$ cat config.mk
export PLATFORM = sky130hd
export DESIGN_NAME = pairwise_box_overlap_filter_top
export DESIGN_NICKNAME = d
export VERILOG_FILES = /design/src/pbof_pkg.sv /design/src/pbof_ram.sv /design/src/pbof_ctrl.sv /design/src/pbof_dp.sv /design/src/pairwise_box_overlap_filter_top.sv
export SDC_FILE = /design/constraint.sdc
export NUM_CORES = 2
export LEC_CHECK = 0
export ABC_CLOCK_PERIOD_IN_PS = 22100
export BUFFER_PORTS_ARGS = -buffer_cell sky130_fd_sc_hd__buf_2
export CAP_MARGIN = 25
export CORE_ASPECT_RATIO = 1.75
export CORE_UTILIZATION = 65
export DETAILED_ROUTE_END_ITERATION = 8
export GPL_TIMING_DRIVEN = 1
export PLACE_DENSITY = 0.83
export SYNTH_ARGS = -nofsm -noshare
export SYNTH_HDL_FRONTEND = slang
export SYNTH_HIERARCHICAL = 1
export SYNTH_SLANG_ARGS = --single-unit
$ cat constraint.sdc
create_clock -name clk -period 22.1 [get_ports clk]
set_input_delay 4.42 -clock clk [delete_from_list [all_inputs] [get_ports clk]]
set_output_delay 4.42 -clock clk [all_outputs]
set_load 0.05 [all_outputs]
$ cat src/pbof_pkg.sv
// Shared types and constants for the pairwise box overlap filter.
// Used by the controller, the datapath and the top level; no dependencies.
package pbof_pkg;

	localparam int IDX_W    = 4;
	localparam int HELD_W   = 5;
	localparam int COORD_W  = 16;
	localparam int EXTENT_W = 15;
	localparam int KIND_W   = 3;
	localparam int MASK_W   = 64;
	localparam int CFG_W    = 64;
	localparam int TYPE_COUNT = 8;

	localparam logic [1:0] OP_CLEAR  = 2'd0;
	localparam logic [1:0] OP_APPEND = 2'd1;
	localparam logic [1:0] OP_SCAN   = 2'd2;

	localparam logic REG_TYPE_PAIR_MASK = 1'b0;
	localparam logic REG_TRIGGER_TYPE   = 1'b1;

	localparam logic [KIND_W-1:0] TRIGGER_RESET = 3'd5;

	typedef struct packed {
		logic [KIND_W-1:0]   kind;
		logic [EXTENT_W-1:0] h;
		logic [EXTENT_W-1:0] w;
		logic [COORD_W-1:0]  y;
		logic [COORD_W-1:0]  x;
	} box_t;

	localparam int BOX_W = $bits(box_t);

	typedef struct packed {
		logic accept;
		logic load_i;
		logic step;
		logic finish;
	} cmd_t;

	typedef struct packed {
		logic scan_start;
		logic out_free;
		logic block;
		logic scan_done;
	} status_t;

endpackage

$ cat src/pbof_ram.sv
// Generic single-write, single-read RAM with a registered read port.
// No dependencies.
module pbof_ram #(
	parameter int WIDTH = 8,
	parameter int DEPTH = 16
) (
	input  logic                     clk,
	input  logic                     we,
	input  logic [$clog2(DEPTH)-1:0] waddr,
	input  logic [WIDTH-1:0]         wdata,
	input  logic                     re,
	input  logic [$clog2(DEPTH)-1:0] raddr,
	output logic [WIDTH-1:0]         rdata
);

	logic [WIDTH-1:0] mem_q [DEPTH];

	always_ff @(posedge clk) begin
		if (we) begin
			mem_q[waddr] <= wdata;
		end
		if (re) begin
			rdata <= mem_q[raddr];
		end
	end

endmodule

$ cat src/pbof_ctrl.sv
// Sequencing state machine for the box overlap filter.
// Depends on pbof_pkg for the command and status structs.
module pbof_ctrl (
	input  logic              clk,
	input  logic              arst_n,
	input  logic              item_valid,
	output logic              item_stall,
	input  pbof_pkg::status_t st,
	output pbof_pkg::cmd_t    cmd
);

	typedef enum logic [2:0] {
		S_IDLE  = 3'b001,
		S_FETCH = 3'b010,
		S_SCAN  = 3'b100
	} state_t;

	state_t state_q, state_d;

	assign item_stall = !((state_q == S_IDLE) && st.out_free);

	always_comb begin
		cmd.accept = (state_q == S_IDLE) && item_valid && st.out_free;
		cmd.load_i = (state_q == S_FETCH);
		cmd.step   = (state_q == S_SCAN) && !st.scan_done && (!st.block || st.out_free);
		cmd.finish = (state_q == S_SCAN) && st.scan_done && st.out_free;
	end

	always_comb begin
		state_d = state_q;
		unique case (state_q)
			S_IDLE: begin
				if (cmd.accept && st.scan_start) begin
					state_d = S_FETCH;
				end
			end
			S_FETCH: begin
				state_d = S_SCAN;
			end
			S_SCAN: begin
				if (cmd.finish) begin
					state_d = S_IDLE;
				end
			end
			default: begin
				state_d = S_IDLE;
			end
		endcase
	end

	always_ff @(posedge clk or negedge arst_n) begin
		if (!arst_n) begin
			state_q <= S_IDLE;
		end else begin
			state_q <= state_d;
		end
	end

endmodule

$ cat src/pbof_dp.sv
// Datapath of the box overlap filter: box store, held count, configuration
// registers, the overlap test and the result register. Uses pbof_pkg and pbof_ram.
module pbof_dp #(
	parameter int MAX_BOXES = 16
) (
	input  logic                                clk,
	input  logic                                arst_n,
	input  pbof_pkg::cmd_t                      cmd,
	output pbof_pkg::status_t                   st,
	input  logic                                cfg_wen,
	input  logic                                cfg_index,
	input  logic [pbof_pkg::CFG_W-1:0]          cfg_wdata,
	input  logic [1:0]                          opcode,
	input  logic signed [pbof_pkg::COORD_W-1:0] box_x,
	input  logic signed [pbof_pkg::COORD_W-1:0] box_y,
	input  logic [pbof_pkg::EXTENT_W-1:0]       box_w,
	input  logic [pbof_pkg::EXTENT_W-1:0]       box_h,
	input  logic [pbof_pkg::KIND_W-1:0]         box_kind,
	input  logic [pbof_pkg::IDX_W-1:0]          scan_index,
	input  logic                                result_stall,
	output logic                                result_valid,
	output logic                                pair_found,
	output logic [pbof_pkg::IDX_W-1:0]          first_index,
	output logic [pbof_pkg::IDX_W-1:0]          second_index,
	output logic                                to_scene,
	output logic                                list_full,
	output logic [pbof_pkg::HELD_W-1:0]         entry_count,
	output logic                                last_result
);

	localparam int AW = $clog2(MAX_BOXES);

	logic [pbof_pkg::MASK_W-1:0] mask_q;
	logic [pbof_pkg::KIND_W-1:0] trigger_q;
	logic [pbof_pkg::HELD_W-1:0] held_q, held_d;
	logic [pbof_pkg::IDX_W-1:0]  i_q;
	pbof_pkg::box_t              bi_q;
	logic [pbof_pkg::HELD_W-1:0] j_q;
	logic                        cmp_v_q;
	logic [pbof_pkg::HELD_W-1:0] cmp_j_q;
	logic                        pend_v_q;
	logic [pbof_pkg::IDX_W-1:0]  pend_j_q;
	logic                        pend_scene_q;
	logic                        out_valid_q;

	logic                        is_full;
	logic                        ram_we, ram_re;
	logic [AW-1:0]               ram_raddr;
	pbof_pkg::box_t              wr_box, bj;
	logic [pbof_pkg::BOX_W-1:0]  ram_rdata;

	logic signed [16:0]          xi, yi, wi, hi, xj, yj, wj, hj;
	logic                        separated, pair_ok, scene, hit;

	logic                        out_load;
	logic                        nx_found, nx_scene, nx_full, nx_last;
	logic [pbof_pkg::IDX_W-1:0]  nx_first, nx_second;

	assign is_full = (held_q >= pbof_pkg::HELD_W'(MAX_BOXES));

	always_comb begin
		st.scan_start = (opcode == pbof_pkg::OP_SCAN) && ({1'b0, scan_index} < held_q);
		st.out_free   = !out_valid_q || !result_stall;
		st.block      = hit && pend_v_q;
		st.scan_done  = !cmp_v_q && (j_q >= held_q);
	end

	// Box store: written on append, read for box i at scan start and then
	// for each later box j in turn.
	assign wr_box = '{kind: box_kind, h: box_h, w: box_w, y: box_y, x: box_x};
	assign ram_we = cmd.accept && (opcode == pbof_pkg::OP_APPEND) && !is_full;
	assign ram_re = (cmd.accept && st.scan_start) || (cmd.step && (j_q < held_q));
	assign ram_raddr = cmd.accept ? scan_index[AW-1:0] : j_q[AW-1:0];

	pbof_ram #(
		.WIDTH(pbof_pkg::BOX_W),
		.DEPTH(MAX_BOXES)
	) u_box_ram (
		.clk  (clk),
		.we   (ram_we),
		.waddr(held_q[AW-1:0]),
		.wdata(wr_box),
		.re   (ram_re),
		.raddr(ram_raddr),
		.rdata(ram_rdata)
	);

	assign bj = pbof_pkg::box_t'(ram_rdata);

	// Edge tests at 17 bits signed; the sums cannot overflow.
	always_comb begin
		xi = {bi_q.x[15], bi_q.x};
		yi = {bi_q.y[15], bi_q.y};
		wi = {2'b00, bi_q.w};
		hi = {2'b00, bi_q.h};
		xj = {bj.x[15], bj.x};
		yj = {bj.y[15], bj.y};
		wj = {2'b00, bj.w};
		hj = {2'b00, bj.h};
		separated = (yj + hj <= yi) || (yj >= yi + hi) || (xj + wj <= xi) || (xj >= xi + wi);
		pair_ok = (int'(bi_q.kind) < pbof_pkg::TYPE_COUNT)
			&& (int'(bj.kind) < pbof_pkg::TYPE_COUNT)
			&& mask_q[{bi_q.kind, bj.kind}];
		scene = (bi_q.kind == trigger_q) || (bj.kind == trigger_q);
		hit = cmp_v_q && !separated && pair_ok;
	end

	always_comb begin
		held_d = held_q;
		if (cmd.accept && (opcode == pbof_pkg::OP_CLEAR)) begin
			held_d = '0;
		end else if (ram_we) begin
			held_d = held_q + 1'b1;
		end
	end

	// A hit is held back until the next hit or the end of the scan, so that the final one can carry last_result.
	always_comb begin
		out_load  = 1'b0;
		nx_found  = 1'b0;
		nx_first  = '0;
		nx_second = '0;
		nx_scene  = 1'b0;
		nx_full   = 1'b0;
		nx_last   = 1'b1;
		priority if (cmd.accept && !st.scan_start) begin
			out_load = 1'b1;
			nx_full  = (opcode == pbof_pkg::OP_APPEND) && is_full;
		end else if (cmd.step && hit && pend_v_q) begin
			out_load  = 1'b1;
			nx_found  = 1'b1;
			nx_first  = i_q;
			nx_second = pend_j_q;
			nx_scene  = pend_scene_q;
			nx_last   = 1'b0;
		end else if (cmd.finish) begin
			out_load = 1'b1;
			if (pend_v_q) begin
				nx_found  = 1'b1;
				nx_first  = i_q;
				nx_second = pend_j_q;
				nx_scene  = pend_scene_q;
			end
		end
	end

	always_ff @(posedge clk or negedge arst_n) begin
		if (!arst_n) begin
			mask_q      <= '0;
			trigger_q   <= pbof_pkg::TRIGGER_RESET;
			held_q      <= '0;
			j_q         <= '0;
			cmp_v_q     <= 1'b0;
			pend_v_q    <= 1'b0;
			out_valid_q <= 1'b0;
		end else begin
			if (cfg_wen) begin
				unique case (cfg_index)
					pbof_pkg::REG_TYPE_PAIR_MASK: mask_q <= cfg_wdata;
					pbof_pkg::REG_TRIGGER_TYPE: trigger_q <= cfg_wdata[pbof_pkg::KIND_W-1:0];
					default: mask_q <= mask_q;
				endcase
			end
			held_q <= held_d;
			if (cmd.load_i) begin
				j_q      <= {1'b0, i_q} + 1'b1;
				cmp_v_q  <= 1'b0;
				pend_v_q <= 1'b0;
			end else if (cmd.step) begin
				cmp_v_q <= ram_re;
				if (ram_re) begin
					j_q <= j_q + 1'b1;
				end
				if (hit) begin
					pend_v_q <= 1'b1;
				end
			end else if (cmd.finish) begin
				pend_v_q <= 1'b0;
			end
			if (out_load) begin
				out_valid_q <= 1'b1;
			end else if (!result_stall) begin
				out_valid_q <= 1'b0;
			end
		end
	end

	always_ff @(posedge clk) begin
		if (cmd.accept) begin
			i_q <= scan_index;
		end
		if (cmd.load_i) begin
			bi_q <= bj;
		end
		if (cmd.step) begin
			cmp_j_q <= j_q;
			if (hit) begin
				pend_j_q     <= cmp_j_q[pbof_pkg::IDX_W-1:0];
				pend_scene_q <= scene;
			end
		end
		if (out_load) begin
			pair_found   <= nx_found;
			first_index  <= nx_first;
			second_index <= nx_second;
			to_scene     <= nx_scene;
			list_full    <= nx_full;
			entry_count  <= held_d;
			last_result  <= nx_last;
		end
	end

	assign result_valid = out_valid_q;

	a_held_bound: assert property (@(posedge clk) disable iff (!arst_n)
		held_q <= pbof_pkg::HELD_W'(MAX_BOXES))
		else $error("held count exceeds the store depth");

	a_cmp_range: assert property (@(posedge clk) disable iff (!arst_n)
		cmp_v_q |-> (cmp_j_q < held_q) && (cmp_j_q > {1'b0, i_q}))
		else $error("compared entry lies outside the scanned range");

	a_pend_order: assert property (@(posedge clk) disable iff (!arst_n)
		pend_v_q |-> (pend_j_q > i_q))
		else $error("pending pair is not ordered");

	a_found_not_full: assert property (@(posedge clk) disable iff (!arst_n)
		(out_valid_q && pair_found) |-> !list_full && (second_index > first_index))
		else $error("reported pair carries a full flag or bad order");

endmodule

$ cat src/pairwise_box_overlap_filter_top.sv
// Pairwise box overlap filter: a list of up to MAX_BOXES boxes with pair scans.
// Clear, append and a scan whose index is not below the held count give a single result. A scan of box
// i over n held boxes compares one later box per cycle through the box RAM read port while no
// stalled result holds it back; a stalled result also holds back the last result of the scan.
// Reset (arst_n, asynchronous) empties the list, clears the pair mask and sets the trigger type
// to 5; box contents are undefined until appended.
module pairwise_box_overlap_filter_top #(
	parameter int MAX_BOXES = 16
) (
	input  logic                                clk,
	input  logic                                arst_n,
	input  logic                                cfg_wen,
	input  logic                                cfg_index,
	input  logic [pbof_pkg::CFG_W-1:0]          cfg_wdata,
	input  logic                                item_valid,
	output logic                                item_stall,
	input  logic [1:0]                          opcode,
	input  logic signed [pbof_pkg::COORD_W-1:0] box_x,
	input  logic signed [pbof_pkg::COORD_W-1:0] box_y,
	input  logic [pbof_pkg::EXTENT_W-1:0]       box_w,
	input  logic [pbof_pkg::EXTENT_W-1:0]       box_h,
	input  logic [pbof_pkg::KIND_W-1:0]         box_kind,
	input  logic [pbof_pkg::IDX_W-1:0]          scan_index,
	output logic                                result_valid,
	input  logic                                result_stall,
	output logic                                pair_found,
	output logic [pbof_pkg::IDX_W-1:0]          first_index,
	output logic [pbof_pkg::IDX_W-1:0]          second_index,
	output logic                                to_scene,
	output logic                                list_full,
	output logic [pbof_pkg::HELD_W-1:0]         entry_count,
	output logic                                last_result
);

	pbof_pkg::cmd_t    cmd;
	pbof_pkg::status_t st;

	pbof_ctrl u_ctrl (
		.clk       (clk),
		.arst_n    (arst_n),
		.item_valid(item_valid),
		.item_stall(item_stall),
		.st        (st),
		.cmd       (cmd)
	);

	pbof_dp #(
		.MAX_BOXES(MAX_BOXES)
	) u_dp (
		.clk         (clk),
		.arst_n      (arst_n),
		.cmd         (cmd),
		.st          (st),
		.cfg_wen     (cfg_wen),
		.cfg_index   (cfg_index),
		.cfg_wdata   (cfg_wdata),
		.opcode      (opcode),
		.box_x       (box_x),
		.box_y       (box_y),
		.box_w       (box_w),
		.box_h       (box_h),
		.box_kind    (box_kind),
		.scan_index  (scan_index),
		.result_stall(result_stall),
		.result_valid(result_valid),
		.pair_found  (pair_found),
		.first_index (first_index),
		.second_index(second_index),
		.to_scene    (to_scene),
		.list_full   (list_full),
		.entry_count (entry_count),
		.last_result (last_result)
	);

endmodule

# After elaboration in Yosys (flattened, before gate mapping)

Memory sizes are Yosys's and may differ from the RTL's. A register that Yosys moved wholly into a read port is not among the register bits.
Cells that the tools add are included.

$lt $le $gt $ge: 9
Multiplexer cells: 37
Reduce and logical (&&, ||, !) cells: 47
Bitwise gates (word level): 1
Eq/ne operators: 11
$add $sub $neg: 7

Operators with widths:

| kind                                                                          | number |
|---|---|
| 16-bit by 16-bit adder with 17-bit output                                     | 4 |
| 16-bit by 17-bit >= comparator with 1-bit output                              | 2 |
| 17-bit by 16-bit less-or-equal comparator with 1-bit output                   | 2 |
| 4-bit two-way mux                                                             | 7 |
| 5-bit two-way mux                                                             | 5 |
| 1-bit logical AND                                                             | 21 |
| 1-bit two-way mux                                                             | 21 |
| 2-bit AND reduction                                                           | 6 |
| 5-bit by 1-bit adder with 5-bit output (second input constant)                | 2 |
| 1-bit zero test                                                               | 9 |
| 3-bit one-hot mux with 3 select lines                                         | 1 |
| 1-bit logical OR                                                              | 7 |
| 6-bit by 7-bit less-than comparator with 1-bit output (second input constant) | 1 |
| 1-bit binary-select mux with 6-bit select                                     | 1 |
| 3-bit equality test                                                           | 2 |
| 3-bit two-way mux                                                             | 2 |
| 4-bit by 1-bit adder with 5-bit output (second input constant)                | 1 |
| 5-bit >= comparator                                                           | 1 |
| 5-bit >= comparator (second input constant)                                   | 1 |
| 4-bit by 5-bit less-than comparator with 1-bit output                         | 1 |
| 5-bit less-than comparator                                                    | 1 |
| 2-bit != test (second input constant)                                         | 2 |
| 2-bit nonzero test                                                            | 2 |
| 3-bit by 1-bit equality test with 1-bit output (second input constant)        | 1 |
| other kinds (9)                                                               | 9 |

Memories: 1
Register bits after elaboration: 178
Memory bits (writable): 1040

Memories:

| name                 | depth | bits a word | read ports | clocked after memory_dff | wr ports | RTL line       | RTL |
|---|---|---|---|---|---|---|---|
| u_dp.u_box_ram.mem_q | 16    | 65          | 1          | 1                        | 1        | pbof_ram.sv:16 | `logic [WIDTH-1:0] mem_q [DEPTH];` |

# Depth between registers and ports, before layout

Depth after elaboration: 17
Depth in mapped cells: 24

# Cells and area by module

Netlist, hierarchy kept.

By module, submodules not included:

| module    | area an instance (µm²) | seq. area each (µm²) | times used | cells each |
|---|---|---|---|---|
| pbof_ram  | 40890.5                | 33181.8              | 1          | 1673 |
| pbof_dp   | 11315.9                | 4857.2               | 1          | 1010 |
| pbof_ctrl | 183.9                  | 76.3                 | 1          | 20 |

# Least setup slack after synthesis

No wires, ideal clock.

Path type: input-to-reg
Start: in result_stall
End: mem u_dp/u_box_ram/mem_q[0][0] in the netlist's numbering (enable)
Cell stages on the path: 10
Data required time: 21.532 ns
Setup time: 0.568 ns
Arrival: 10.663 ns
Setup slack: 10.869 ns
Cell sequence: nand2_1 -> and4bb_1 -> and2_1 -> clkbuf_1 -> nand2b_1 -> clkbuf_1 -> nor2_1 -> and2_1 -> or3b_1 -> nor3_1

RTL lines:

| element         | RTL line                              | RTL |
|---|---|---|
| start, declared | pairwise_box_overlap_filter_top.sv:25 | `input logic result_stall,` |
| end, declared   | pbof_ram.sv:16                        |  |

==> results.txt <==
Fraction of registers with async set or reset after synthesis - 6.47%
P per Cell Area - 96.2 nW/um^2
Largest net degree at the start of global routing - 126
R2R cell count - 27
Die Width - 217 um
Final Non-Filler Cells - 4052
Avg Inst Size Synth - 19.4 um^2
Hold Buf Count CTS - 0
Remaining antenna violation count - 0
Fillers - 4306
Post-CTS Repair Setup Buffers - 0
Clock Pin Slew Worst Setup and Hold Paths - 0.07 ns
Critical Path Fanout Max - 4
Slew headroom - 26.2%
Setup-failing EPs final - 0
PnR worst setup slack - 12.52 ns
GRT Total Usage - 32.2%
Status - finished clean
Worst Path Arrival - 5.16 ns
Most common flop cell mapped by yosys - edfxtp_1
Hold path start - u_dp/cmp_j_q[3]
Placed Cells - 3850
Worst reg2reg path startpoint - u_dp/u_box_ram/rdata[32]
Routing usage on met1 - 39.9%
Flop and latch count out of synthesis - 1283
Max cap viols - 0
Final hold slack - 0.431 ns
Met2 Use GR - 55.8%
CTS tree - built
Most frequent cells in the layout - 1200 x edfxtp_1, 278 x mux4_2, 159 x buf_2
Cts bufs inserted - 104
EDFF count, synth - 1200
Leading area contributor after synthesis - edfxtp_1
Via-per-instance ratio - 6.93
Distinct cells, synth - 75
Top cell type's share of synthesized area - 68.8%
Vias in the first global route - 29600
DIE AREA - 81800 um^2
Rows - 137
Ranking of synthesized cells by area - edfxtp_1 69%, mux4_2 12%, dfrtp_1 3.8%, ha_1 3.3%, a22oi_1 1.9%
DP HPWL - 67400 um
Critical Path Start Type - input port
H-tree levels - 3
Register-to-Register Setup Slack - 14.19 ns
Drt initial violations - 3489
CTS resizes - 0
Detailed-route via count - 28100
Final period util - 43.4%
Hold WC Path Type - flip-flop to flip-flop
Setup TNS - 0 ns
Worst R2R End - u_dp/u_box_ram/rdata[1]
Clock Latency Late Sink - 0.71 ns
Post-route cell area - 58100 um^2
Post-synthesis sequential area ratio - 72.8%
Final global-route overflow total - 0
Hold EP - u_dp/pend_j_q[3]
Hold path cells - 0
Most common cell after layout, fill and taps aside - edfxtp_1
Max Clock Skew - 0.0288 ns
Fmax - 104 MHz
Final slew viol count - 0
Post-Syn Area - 52400 um^2
Initial antenna violation count - 11
Syn Nets - 2986
Core Region - 79700 um^2
Layer with the highest usage - met2
Port bufs - 159
Worst VDD drop - 122 uV
RSZ-0062 raised after global routing - no
Bufs on Longest Clock Path - 3
Avg WL per Cell - 31.6 um
Kind of critical path - input port to output port
Top Ports - 160
Crit end category - output port
Layout cells sized above 1 - 25.0%
Worst-Margin Slew - 1.11 ns
Dpl ws - 12.50 ns
Required time of the worst setup path - 17.68 ns
Global routing met3 resource utilization - 6.22%
Final hold viol count - 0
Multi-input logic area - 13600 um^2
DRT Pass-1 Iters - 5
Drt total wl - 128000 um
Starting Density - 65.7%
Routability Congestion - 0.892
CTS Sinks - 1283
CTS root buffer - clkbuf_16
Layout overhead on the synthesized area - 11.0%
Post-DP Area - 54500 um^2
Total number of yosys warnings - 6
First-pass GRT wire length - 189000 um
Net count, final - 3201
Syn Inst Count - 2703
Die Ht - 378 um
Clock period minus worst slack - 9.58 ns
Register area - 38100 um^2
DRC viols - 0
Pleak - 19.4 nW
==> synthesized netlist by cell type, types with 6 or more instances <==
master     count
nand2_1      124
nand3_1       22
mux2_1         6
nand2b_1      16
a211oi_1      14
nor2b_1       19
edfxtp_1    1200
xor2_1        17
buf_2         23
o21ai_1       32
a22oi_1      131
buf_6         18
mux2_2        68
a21o_1        12
nand4_1       10
a31oi_1        6
inv_1         74
ha_1         138
mux4_2       278
o21a_1        14
clkbuf_1      47
o21ai_0       19
dfrtp_1       80
nor3_1        39
buf_4          8
o2111ai_1      7
a21oi_1       51
a2111oi_0      6
and3_1         9
xnor2_1       36
nor2_1        88
==> sequential cells by signal (all words and copies together) (netlist names), 4 cells and up <==
signal,count
u_dp/held_q,5
u_dp/u_box_ram/mem_q,1040
u_dp/mask_q,64
u_dp/second_index,4
u_dp/cmp_j_q,4
u_dp/j_q,5
u_dp/first_index,4
u_dp/pend_j_q,4
u_dp/bi_q,65
u_dp/entry_count,5
u_dp/i_q,4
u_dp/u_box_ram/rdata,65
==> logic make-up (layout without fill, tap and decap cells) <==
logic type | after synthesis | after routing | share of synthesized area [%]
flops | 1283 | 1283 | 72.8
simple gates | 358 | 358 | 3.22
mux | 354 | 354 | 13.6
compound gates | 337 | 337 | 4.46
buf+inv | 176 | 475 | 1.65
fa+ha+maj | 142 | 142 | 3.45
xor+xnor | 53 | 53 | 0.886
other cells | 0 | 8 | 0
==> metal layers <==
layer | part of all wire, % | vias to the layer above
li1 | - | 11500
met1 | 34 | 14400
met2 | 52 | 1862
met3 | 9.6 | 346
met4 | 3.9 | 10
met5 | 0.049 | -
==> area by class of cell <==
class,instances,area share (%)
antenna,8,0.0344
inverter,74,0.478
clock inverter,73,1.47
sequential,1283,65.5
timing repair buffer,211,2.21
multi-input combinational,1244,23.4
clock buffer,117,4.63
tap,1042,2.24
==> worst max path at each step <==
stage / from / cells past startpoint / end
6_report: result_stall / 5 / item_stall
5_1_grt: result_stall / 5 / item_stall
4_1_cts: result_stall / 5 / item_stall
3_5_place_dp: result_stall / 5 / item_stall
3_3_place_gp: result_stall / 5 / item_stall
2_1_floorplan: result_stall / 10 / u_dp/u_box_ram/mem_q[0][0]
==> through the flow <==
stage / utilization [%] / power [mW]
floorplan: - / 3.46
detailed placement: 68.3 / 3.67
global placement: 68.3 / 3.64
CTS: 72.8 / 5.61
global route: 72.9 / 5.76
finish: 73.0 / 5.59
==> critical path: stages <==
cell and delay [ns]:
buf_2 0.10, nand2_1 0.12, and4bb_1 0.26, inv_1 0.06, buf_2 0.21
==> power by group <==
part	switching, mW	internal (mW)	total [mW]
clock network	0.867	1.07	1.94
logic	0.475	0.381	0.856
registers	0.0502	2.75	2.80
total	1.39	4.20	5.59
Power figures use the tool's default switching activity.
